`config.mk`:
```
export PLATFORM = sky130hd
export DESIGN_NAME = quadrature_detent_decoder_top
export DESIGN_NICKNAME = d
export VERILOG_FILES = /design/src/sv/qdd_pkg.sv /design/src/sv/qdd_apb_regs.sv /design/src/sv/qdd_enc_bank.sv /design/src/sv/quadrature_detent_decoder_top.sv
export SDC_FILE = /design/constraint.sdc
export NUM_CORES = 1
export LEC_CHECK = 0
export ABC_AREA = 1
export BUFFER_PORTS_ARGS = -buffer_cell sky130_fd_sc_hd__buf_4
export CAP_MARGIN = 10
export CORE_MARGIN = 1.5
export CORE_UTILIZATION = 36
export CTS_BUF_LIST = sky130_fd_sc_hd__clkbuf_2 sky130_fd_sc_hd__clkbuf_4 sky130_fd_sc_hd__clkbuf_8
export CTS_CLUSTER_SIZE = 30
export DETAILED_ROUTE_END_ITERATION = 10
export PLACE_DENSITY_LB_ADDON = 0.05
export SLEW_MARGIN = 25
export SYNTH_ARGS = -nofsm -noshare
export SYNTH_HDL_FRONTEND = slang
export SYNTH_HIERARCHICAL = 1
export SYNTH_SLANG_ARGS = --single-unit
```
`constraint.sdc`:
```
create_clock -name clk_i -period 5.36 [get_ports clk_i]
set_input_delay 1.072 -clock clk_i [delete_from_list [all_inputs] [get_ports clk_i]]
set_output_delay 1.072 -clock clk_i [all_outputs]
set_load 0.05 [all_outputs]
```
`src/sv/qdd_pkg.sv`:
```
package qdd_pkg;

  localparam int unsigned NumEncodersDefault = 4;
  localparam int unsigned EncIdxW = 3;
  localparam int unsigned PosW = 32;
  localparam int unsigned CountW = 16;
  localparam logic [CountW-1:0] CountMax = '1;
  localparam int unsigned ApbAddrW = 3;
  localparam int unsigned ApbDataW = 32;

  // register index in the configuration map
  localparam logic [0:0] RegFilterEn = 1'b0;

  // pin pair codes, {clk, dt}
  localparam logic [1:0] Pins00 = 2'b00;
  localparam logic [1:0] Pins01 = 2'b01;
  localparam logic [1:0] Pins10 = 2'b10;
  localparam logic [1:0] Pins11 = 2'b11;

  typedef enum logic [1:0] {
    EV_NONE = 2'd0,
    EV_CW   = 2'd1,
    EV_CCW  = 2'd2
  } qdd_event_e;

  typedef enum logic [6:0] {
    ST_REST = 7'b0000001,
    ST_CW1  = 7'b0000010,
    ST_CW2  = 7'b0000100,
    ST_CW3  = 7'b0001000,
    ST_CCW1 = 7'b0010000,
    ST_CCW2 = 7'b0100000,
    ST_CCW3 = 7'b1000000
  } qdd_state_e;

  typedef struct packed {
    logic               kind;
    logic [EncIdxW-1:0] encoder_index;
    logic               clk_level;
    logic               dt_level;
  } qdd_item_t;

  typedef struct packed {
    qdd_event_e             event_out;
    logic signed [PosW-1:0] position_out;
    logic                   index_valid;
  } qdd_result_t;

  // full Gray cycle transition table
  function automatic qdd_state_e qdd_next_state(qdd_state_e st, logic [1:0] pins);
    qdd_state_e nst;
    nst = ST_REST;
    case (st)
      ST_CW1: begin
        nst = (pins == Pins00) ? ST_CW2 : (pins == Pins01) ? ST_CW1 : ST_REST;
      end
      ST_CW2: begin
        nst = (pins == Pins00) ? ST_CW2 : (pins == Pins01) ? ST_CW1 :
              (pins == Pins10) ? ST_CW3 : ST_REST;
      end
      ST_CW3: begin
        nst = (pins == Pins00) ? ST_CW2 : (pins == Pins10) ? ST_CW3 : ST_REST;
      end
      ST_CCW1: begin
        nst = (pins == Pins00) ? ST_CCW2 : (pins == Pins10) ? ST_CCW1 : ST_REST;
      end
      ST_CCW2: begin
        nst = (pins == Pins00) ? ST_CCW2 : (pins == Pins01) ? ST_CCW3 :
              (pins == Pins10) ? ST_CCW1 : ST_REST;
      end
      ST_CCW3: begin
        nst = (pins == Pins00) ? ST_CCW2 : (pins == Pins01) ? ST_CCW3 : ST_REST;
      end
      default: begin
        // rest, and any stray code acts as rest
        nst = (pins == Pins01) ? ST_CW1 : (pins == Pins10) ? ST_CCW1 : ST_REST;
      end
    endcase
    return nst;
  endfunction

endpackage

```
`src/sv/qdd_apb_regs.sv`:
```
module qdd_apb_regs (
  input  logic                          clk_i,
  input  logic                          rst_ni,
  input  logic                          psel,
  input  logic                          penable,
  input  logic                          pwrite,
  input  logic [qdd_pkg::ApbAddrW-1:0]  paddr,
  input  logic [qdd_pkg::ApbDataW-1:0]  pwdata,
  output logic [qdd_pkg::ApbDataW-1:0]  prdata,
  output logic                          pready,
  output logic                          filter_en_o
);
  import qdd_pkg::*;

  logic       filter_en_q, filter_en_d;
  logic [0:0] reg_idx;
  logic       wr_en;

  assign reg_idx = paddr[ApbAddrW-1 -: 1];
  assign wr_en   = psel && penable && pwrite && pready;
  assign pready  = 1'b1;

  always_comb begin
    filter_en_d = filter_en_q;
    if (wr_en && (reg_idx == RegFilterEn)) begin
      filter_en_d = pwdata[0];
    end
  end

  always_ff @(posedge clk_i or negedge rst_ni) begin
    if (!rst_ni) begin
      filter_en_q <= 1'b1;
    end else begin
      filter_en_q <= filter_en_d;
    end
  end

  always_comb begin
    prdata = '0;
    if (reg_idx == RegFilterEn) begin
      prdata = {{(ApbDataW-1){1'b0}}, filter_en_q};
    end
  end

  assign filter_en_o = filter_en_q;

endmodule

```
`src/sv/qdd_enc_bank.sv`:
```
module qdd_enc_bank #(
  parameter int unsigned NUM_ENCODERS = qdd_pkg::NumEncodersDefault
) (
  input  logic                 clk_i,
  input  logic                 rst_ni,
  input  qdd_pkg::qdd_item_t   item_i,
  input  logic                 commit_i,
  input  logic                 filter_en_i,
  output qdd_pkg::qdd_result_t result_o
);
  import qdd_pkg::*;

  localparam int unsigned IdxW = (NUM_ENCODERS > 1) ? $clog2(NUM_ENCODERS) : 1;

  qdd_state_e             state_q     [NUM_ENCODERS];
  logic signed [PosW-1:0] pos_q       [NUM_ENCODERS];
  logic [CountW-1:0]      cw_cnt_q    [NUM_ENCODERS];
  logic [CountW-1:0]      ccw_cnt_q   [NUM_ENCODERS];
  logic                   last_vld_q  [NUM_ENCODERS];
  logic [1:0]             last_pins_q [NUM_ENCODERS];

  qdd_state_e             state_d;
  logic signed [PosW-1:0] pos_d;
  logic [CountW-1:0]      cw_cnt_d, ccw_cnt_d;
  logic                   last_vld_d;
  logic [1:0]             last_pins_d;

  logic            in_range;
  logic [IdxW-1:0] sel;
  logic [1:0]      pins;
  logic            drop;
  qdd_event_e      ev;

  assign in_range = ({1'b0, item_i.encoder_index} < (EncIdxW+1)'(NUM_ENCODERS));
  assign sel      = item_i.encoder_index[IdxW-1:0];
  assign pins     = {item_i.clk_level, item_i.dt_level};
  assign drop     = filter_en_i && last_vld_q[sel] && (pins == last_pins_q[sel]);

  always_comb begin
    state_d     = state_q[sel];
    pos_d       = pos_q[sel];
    cw_cnt_d    = cw_cnt_q[sel];
    ccw_cnt_d   = ccw_cnt_q[sel];
    last_vld_d  = last_vld_q[sel];
    last_pins_d = last_pins_q[sel];
    ev          = EV_NONE;
    if (!item_i.kind) begin
      if (!drop) begin
        last_vld_d  = 1'b1;
        last_pins_d = pins;
        state_d     = qdd_next_state(state_q[sel], pins);
        if (pins == Pins11 && state_q[sel] == ST_CW3) begin
          ev    = EV_CW;
          pos_d = pos_q[sel] + PosW'(1);
          if (cw_cnt_q[sel] != CountMax) begin
            cw_cnt_d = cw_cnt_q[sel] + CountW'(1);
          end
        end else if (pins == Pins11 && state_q[sel] == ST_CCW3) begin
          ev    = EV_CCW;
          pos_d = pos_q[sel] - PosW'(1);
          if (ccw_cnt_q[sel] != CountMax) begin
            ccw_cnt_d = ccw_cnt_q[sel] + CountW'(1);
          end
        end
      end
    end else begin
      // pop one pending event, clockwise first
      if (cw_cnt_q[sel] != '0) begin
        ev       = EV_CW;
        cw_cnt_d = cw_cnt_q[sel] - CountW'(1);
      end else if (ccw_cnt_q[sel] != '0) begin
        ev        = EV_CCW;
        ccw_cnt_d = ccw_cnt_q[sel] - CountW'(1);
      end
    end
  end

  always_comb begin
    result_o.event_out    = EV_NONE;
    result_o.position_out = '0;
    result_o.index_valid  = 1'b0;
    if (in_range) begin
      result_o.event_out    = ev;
      result_o.position_out = pos_d;
      result_o.index_valid  = 1'b1;
    end
  end

  always_ff @(posedge clk_i or negedge rst_ni) begin
    if (!rst_ni) begin
      for (int i = 0; i < NUM_ENCODERS; i++) begin
        state_q[i]     <= ST_REST;
        pos_q[i]       <= '0;
        cw_cnt_q[i]    <= '0;
        ccw_cnt_q[i]   <= '0;
        last_vld_q[i]  <= 1'b0;
        last_pins_q[i] <= Pins00;
      end
    end else begin
      for (int i = 0; i < NUM_ENCODERS; i++) begin
        if (commit_i && in_range && (sel == IdxW'(i))) begin
          state_q[i]     <= state_d;
          pos_q[i]       <= pos_d;
          cw_cnt_q[i]    <= cw_cnt_d;
          ccw_cnt_q[i]   <= ccw_cnt_d;
          last_vld_q[i]  <= last_vld_d;
          last_pins_q[i] <= last_pins_d;
        end
      end
    end
  end

endmodule

```
`src/sv/quadrature_detent_decoder_top.sv`:
```
// Quadrature detent decoder for up to eight two-pin rotary encoders. Each
// transaction either feeds one {clk, dt} pin sample to an encoder or pops one
// pending detent event (clockwise first) from it, and yields exactly one result
// transaction: the event, the encoder's position after the item and an index
// valid flag (indexes at or above NUM_ENCODERS change nothing and return zeros).
// A detent counts only after the full Gray cycle is seen; a bounce steps
// back one state and double jumps fall back to rest silently. Positions wrap at
// 32 bits, pending counts saturate at 65535. The repeat filter (register 0, reset
// 1) drops a sample equal to the last one fed to that encoder. Timing: one
// transaction per clock unless the result channel stalls; each item passes the
// input register, then the per-encoder state update into the result register.
// The next item sees the previous item's update, so back-to-back items on one
// encoder are exact. Configuration writes only while the block is idle.
module quadrature_detent_decoder_top #(
  parameter int unsigned NUM_ENCODERS = qdd_pkg::NumEncodersDefault
) (
  input  logic                               clk_i,
  input  logic                               rst_ni,
  // configuration
  input  logic                               psel,
  input  logic                               penable,
  input  logic                               pwrite,
  input  logic [qdd_pkg::ApbAddrW-1:0]       paddr,
  input  logic [qdd_pkg::ApbDataW-1:0]       pwdata,
  output logic [qdd_pkg::ApbDataW-1:0]       prdata,
  output logic                               pready,
  // input channel
  input  logic                               in_valid_i,
  output logic                               in_stall_o,
  input  logic                               kind_i,
  input  logic [qdd_pkg::EncIdxW-1:0]        encoder_index_i,
  input  logic                               clk_level_i,
  input  logic                               dt_level_i,
  // result channel
  output logic                               out_valid_o,
  input  logic                               out_stall_i,
  output logic [1:0]                         event_out_o,
  output logic signed [qdd_pkg::PosW-1:0]    position_out_o,
  output logic                               index_valid_o
);
  import qdd_pkg::*;

  logic        filter_en;
  logic        s1_valid_q, s1_valid_d;
  qdd_item_t   item_q;
  logic        out_valid_q, out_valid_d;
  qdd_result_t result_q;
  qdd_result_t result_d;
  logic        out_ready;
  logic        commit;

  qdd_apb_regs u_regs (
    .clk_i       (clk_i),
    .rst_ni      (rst_ni),
    .psel        (psel),
    .penable     (penable),
    .pwrite      (pwrite),
    .paddr       (paddr),
    .pwdata      (pwdata),
    .prdata      (prdata),
    .pready      (pready),
    .filter_en_o (filter_en)
  );

  // result register is free, or its transaction leaves this cycle
  assign out_ready  = !out_valid_q || !out_stall_i;
  assign commit     = s1_valid_q && out_ready;
  assign in_stall_o = s1_valid_q && !out_ready;

  always_comb begin
    s1_valid_d = s1_valid_q;
    if (!in_stall_o) begin
      s1_valid_d = in_valid_i;
    end
    out_valid_d = out_valid_q;
    if (out_ready) begin
      out_valid_d = s1_valid_q;
    end
  end

  always_ff @(posedge clk_i or negedge rst_ni) begin
    if (!rst_ni) begin
      s1_valid_q  <= 1'b0;
      out_valid_q <= 1'b0;
    end else begin
      s1_valid_q  <= s1_valid_d;
      out_valid_q <= out_valid_d;
    end
  end

  // payload registers
  always_ff @(posedge clk_i) begin
    if (in_valid_i && !in_stall_o) begin
      item_q.kind          <= kind_i;
      item_q.encoder_index <= encoder_index_i;
      item_q.clk_level     <= clk_level_i;
      item_q.dt_level      <= dt_level_i;
    end
    if (commit) begin
      result_q <= result_d;
    end
  end

  // state is written at the same edge the result is captured
  qdd_enc_bank #(
    .NUM_ENCODERS (NUM_ENCODERS)
  ) u_bank (
    .clk_i       (clk_i),
    .rst_ni      (rst_ni),
    .item_i      (item_q),
    .commit_i    (commit),
    .filter_en_i (filter_en),
    .result_o    (result_d)
  );

  assign out_valid_o    = out_valid_q;
  assign event_out_o    = result_q.event_out;
  assign position_out_o = result_q.position_out;
  assign index_valid_o  = result_q.index_valid;

endmodule
```
==> run_results.csv <==
group,metric,value,unit
power_and_ir_drop,pwr_density_cell,407,mW/mm²
timing,relSlewSlack,28.5,%
die,io_pins,118,
power_and_ir_drop,peakVddDrop,186,µV
die,die_y,239,µm
place,globalplace.congestion,0.890,
cts,cts_tree,"built",
detailed_routing,dr_total_vias,18088,
power_and_ir_drop,p_leak,11.7,nW
global_routing,track_usage,22.9,%
synthesis,syn-cell-area,0.0200,mm²
detailed_routing,drtIter0Drc,1145,
place,pre_cts_ws,1250,ps
synthesis,yosys.area_share.simple,41.2,%
cts,cts.sinks,340,
detailed_routing,post_drt_wl_per_cell,17.5,µm
timing,setup_violations,0,
critical_path,endpoint,"u_bank/cw_cnt_q[51]",
synthesis,synth_mux_area_share,0,%
die,rows,86,
synthesis,synthAdderAreaFrac,0.936,%
detailed_routing,ant_nets,0,
layout,utilization,40.3,%
cts,cts-buffers-inserted,68,
critical_path,required,5810,ps
cts,clockBufferDepth,3,
global_routing,grt_pass1_vias,17640,
critical_path,cp_num_cells,12,
place,port_buffers,52,
synthesis,dominantRegCellSynth,"dfrtp_1",
layout,area_growth_syn_to_layout,10.7,%
timing,hold_violations,0,
detailed_routing,drc,0,
synthesis,synth_area_per_cell,7.08,µm²
layout,final_common_cell,"nand2_1",
detailed_routing,wirelength,64000,µm
critical_path,r2r_cells,12,
cts,postCtsSetupBuffers,0,
cts,cts_max_level,3,
critical_path,worst_setup_path_start_kind,"flip-flop",
critical_path,rr_endpoint,"u_bank/cw_cnt_q[51]",
timing,fin_setup_tns,0,ps
global_routing,gr-total-overflow,0,
timing,drv_slew,0,
critical_path,crit_family,"simple AND/OR/NAND/NOR gates",
layout,drive_above_1_share,11.7,%
cts,cts_resized,0,
cts,clock_latency,650,ps
detailed_routing,dr.pass1.iters,5,
critical_path,cp-startpoint,"item_q[2]",
timing,finalWorstSetupSlack,1230,ps
cts,clockRootBuffer,"clkbuf_8",
critical_path,slowest_delay,800,ps
synthesis,synth_xor_xnor_area_share,1.00,%
cts,clk_pin_slew,50,ps
power_and_ir_drop,power,9.03,mW
global_routing,antenna_found_initial,1,
synthesis,ys_warn_count,6,
critical_path,crit_arrival,4580,ps
timing,finalHoldWorstSlack,299,ps
timing,rsz0062_at_grt,"no",
global_routing,gr-usage-met3,3.79,%
layout,nNetsFinal,2930,
synthesis,synth_seq_cells,340,
die,fp.dieW,239,µm
synthesis,synth_edf_count,41,
die,die_area,0.0571,mm²
critical_path,r2r-start,"item_q[2]",
detailed_routing,vias_per_cell,4.94,
synthesis,synth_compound_area_share,5.22,%
synthesis,async_flop_share,87.9,%
layout,layout.cells.most_common_list,"nand2_1, dfrtp_1, nand3_1, nor2_1, inv_1",
critical_path,worst-path-buf-inv,1,
global_routing,grtUsageMet1,30.3,%
layout,nFillCells,5872,
synthesis,synth_top_family_by_area,"simple AND/OR/NAND/NOR gates",
cts,ctsHoldBuffers,0,
timing,max_freq,242,MHz
timing,finalClockSkew,37.7,ps
global_routing,grt_pass1_wl,101000,µm
outcome,status,"finished, final reports clean",
place,hpwl,40300,µm
die,coreArea,0.0551,mm²
die,initial_utilization,36.4,%
timing,finalCritPeriodShare,77.0,%
synthesis,syn_inst,2832,
global_routing,grt_max_degree,111,
timing,final.min_clock_period,4130,ps
synthesis,synth_cell_types,48,
timing,tightestPinTransition,1070,ps
critical_path,r2r_setup_slack,1230,ps
critical_path,crit_type,"reg2reg",
min_path,hold_class,"in2async",
critical_path,cp-end-kind,"flip-flop",
critical_path,slowest_stage,"edfxtp_1",
critical_path,crit_chain,"buf_4 > nor2_8 > nand2_1 > nand3_1 > nor2_4 > nand3_4 > nor2_4 > nand2_2 > nand2_2 > nand4_1 > nand3_1 > o21ai_0",
global_routing,grt-busiest-layer,"met2",
global_routing,grt_use_met2,38.1,%
job,maxCapViolations,0,
critical_path,crit_fanout,46,
synthesis,ys_seq_area_share,43.5,%
[synth_stat cells, types with 5 or more instances]
cell	count	area share, %
nand2_1	1322	25
dfrtp_1	294	37
nand3_1	236	5.9
nor2_1	195	3.7
inv_1	155	2.9
o21ai_0	98	2.4
clkbuf_1	55	1.0
nand4_1	51	1.6
buf_4	45	1.7
a21oi_1	44	1.1
edfxtp_1	41	6.1
o21ai_1	36	0.90
nor2_2	35	1.1
nand2_2	32	1.0
buf_2	24	0.60
buf_6	19	1.1
nor3_1	18	0.45
nor2_4	17	0.96
ha_1	15	0.94
inv_2	14	0.26
nand3_2	12	0.60
xor2_1	10	0.44
xor2_2	7	0.57
dfstp_2	5	0.66
[final cells by class]
type	instances	area (µm²)	share of cell area (%)
clock buffers	96	1190	5.36
diodes	1	2.50	0.0113
flip-flops and latches	340	8720	39.3
multi-input cells	2199	9860	44.4
well taps	748	936	4.22
clock inverters	22	136	0.614
repair buffers	81	661	2.98
inverters	177	687	3.09
[registers in the layout, indices dropped and copies added (netlist names)]
signal              flops
u_bank/last_vld_q       4
u_bank/ccw_cnt_q       64
u_bank/pos_q          128
u_bank/cw_cnt_q        64
u_bank/last_pins_q      8
out_valid_o             1
index_valid_o           1
position_out_o         32
s1_valid_q              1
u_bank/state_q         28
u_regs/filter_en_o      1
event_out_o             2
item_q                  6
[logic make-up (layout without fill, tap and decap cells)]
family	Yosys count	count (layout)
other	2	33
DFF	340	340
and+or+nand+nor	1937	1937
xor gates and xnor gates	17	17
buffers and inverters	323	376
AOI/OAI and AO/OA	198	198
adders and majority gates	15	15
[per-layer routing]
metal	wire length (µm)	share of wire, %
met1	29700	46
met3	2530	3.9
met2	30100	47
met4	1710	2.7
met5	0	0
[power breakdown]
group          total, mW  internal (mW)  switching (mW)
Combinational       2.90          0.862            2.04
Clock               2.65           1.47            1.17
Sequential          3.48           3.20           0.277
[worst register-to-register path, stage by stage (launching register included)]
cell and delay, ps:
edfxtp_1 800, buf_4 480, nor2_8 240, nand2_1 140
nand3_1 180, nor2_4 290, nand3_4 570, nor2_4 490
nand2_2 150, nand2_2 160, nand4_1 230, nand3_1 140
o21ai_0 90
[worst min path at each step]
stage | startpoint | endpoint | depth (start not counted)
2_1_floorplan | u_bank/state_q[21] | u_bank/state_q[21] | 2
4_1_cts | u_bank/state_q[7] | u_bank/state_q[7] | 2
3_3_place_gp | u_bank/state_q[21] | u_bank/state_q[21] | 2
5_1_grt | rst_ni | u_bank/pos_q[71] | 1
3_5_place_dp | u_bank/state_q[7] | u_bank/state_q[7] | 2
6_report | rst_ni | u_bank/pos_q[71] | 1
[metrics by stage]
step           instance area [µm²]  std cells
6_report                     22200       3664
5_1_grt                      22200       3664
2_1_floorplan                20200       2862
4_1_cts                      22200       3662
3_5_place_dp                 20800       3544
3_3_place_gp                 20800       3544
Power figures use the tool's default switching activity.
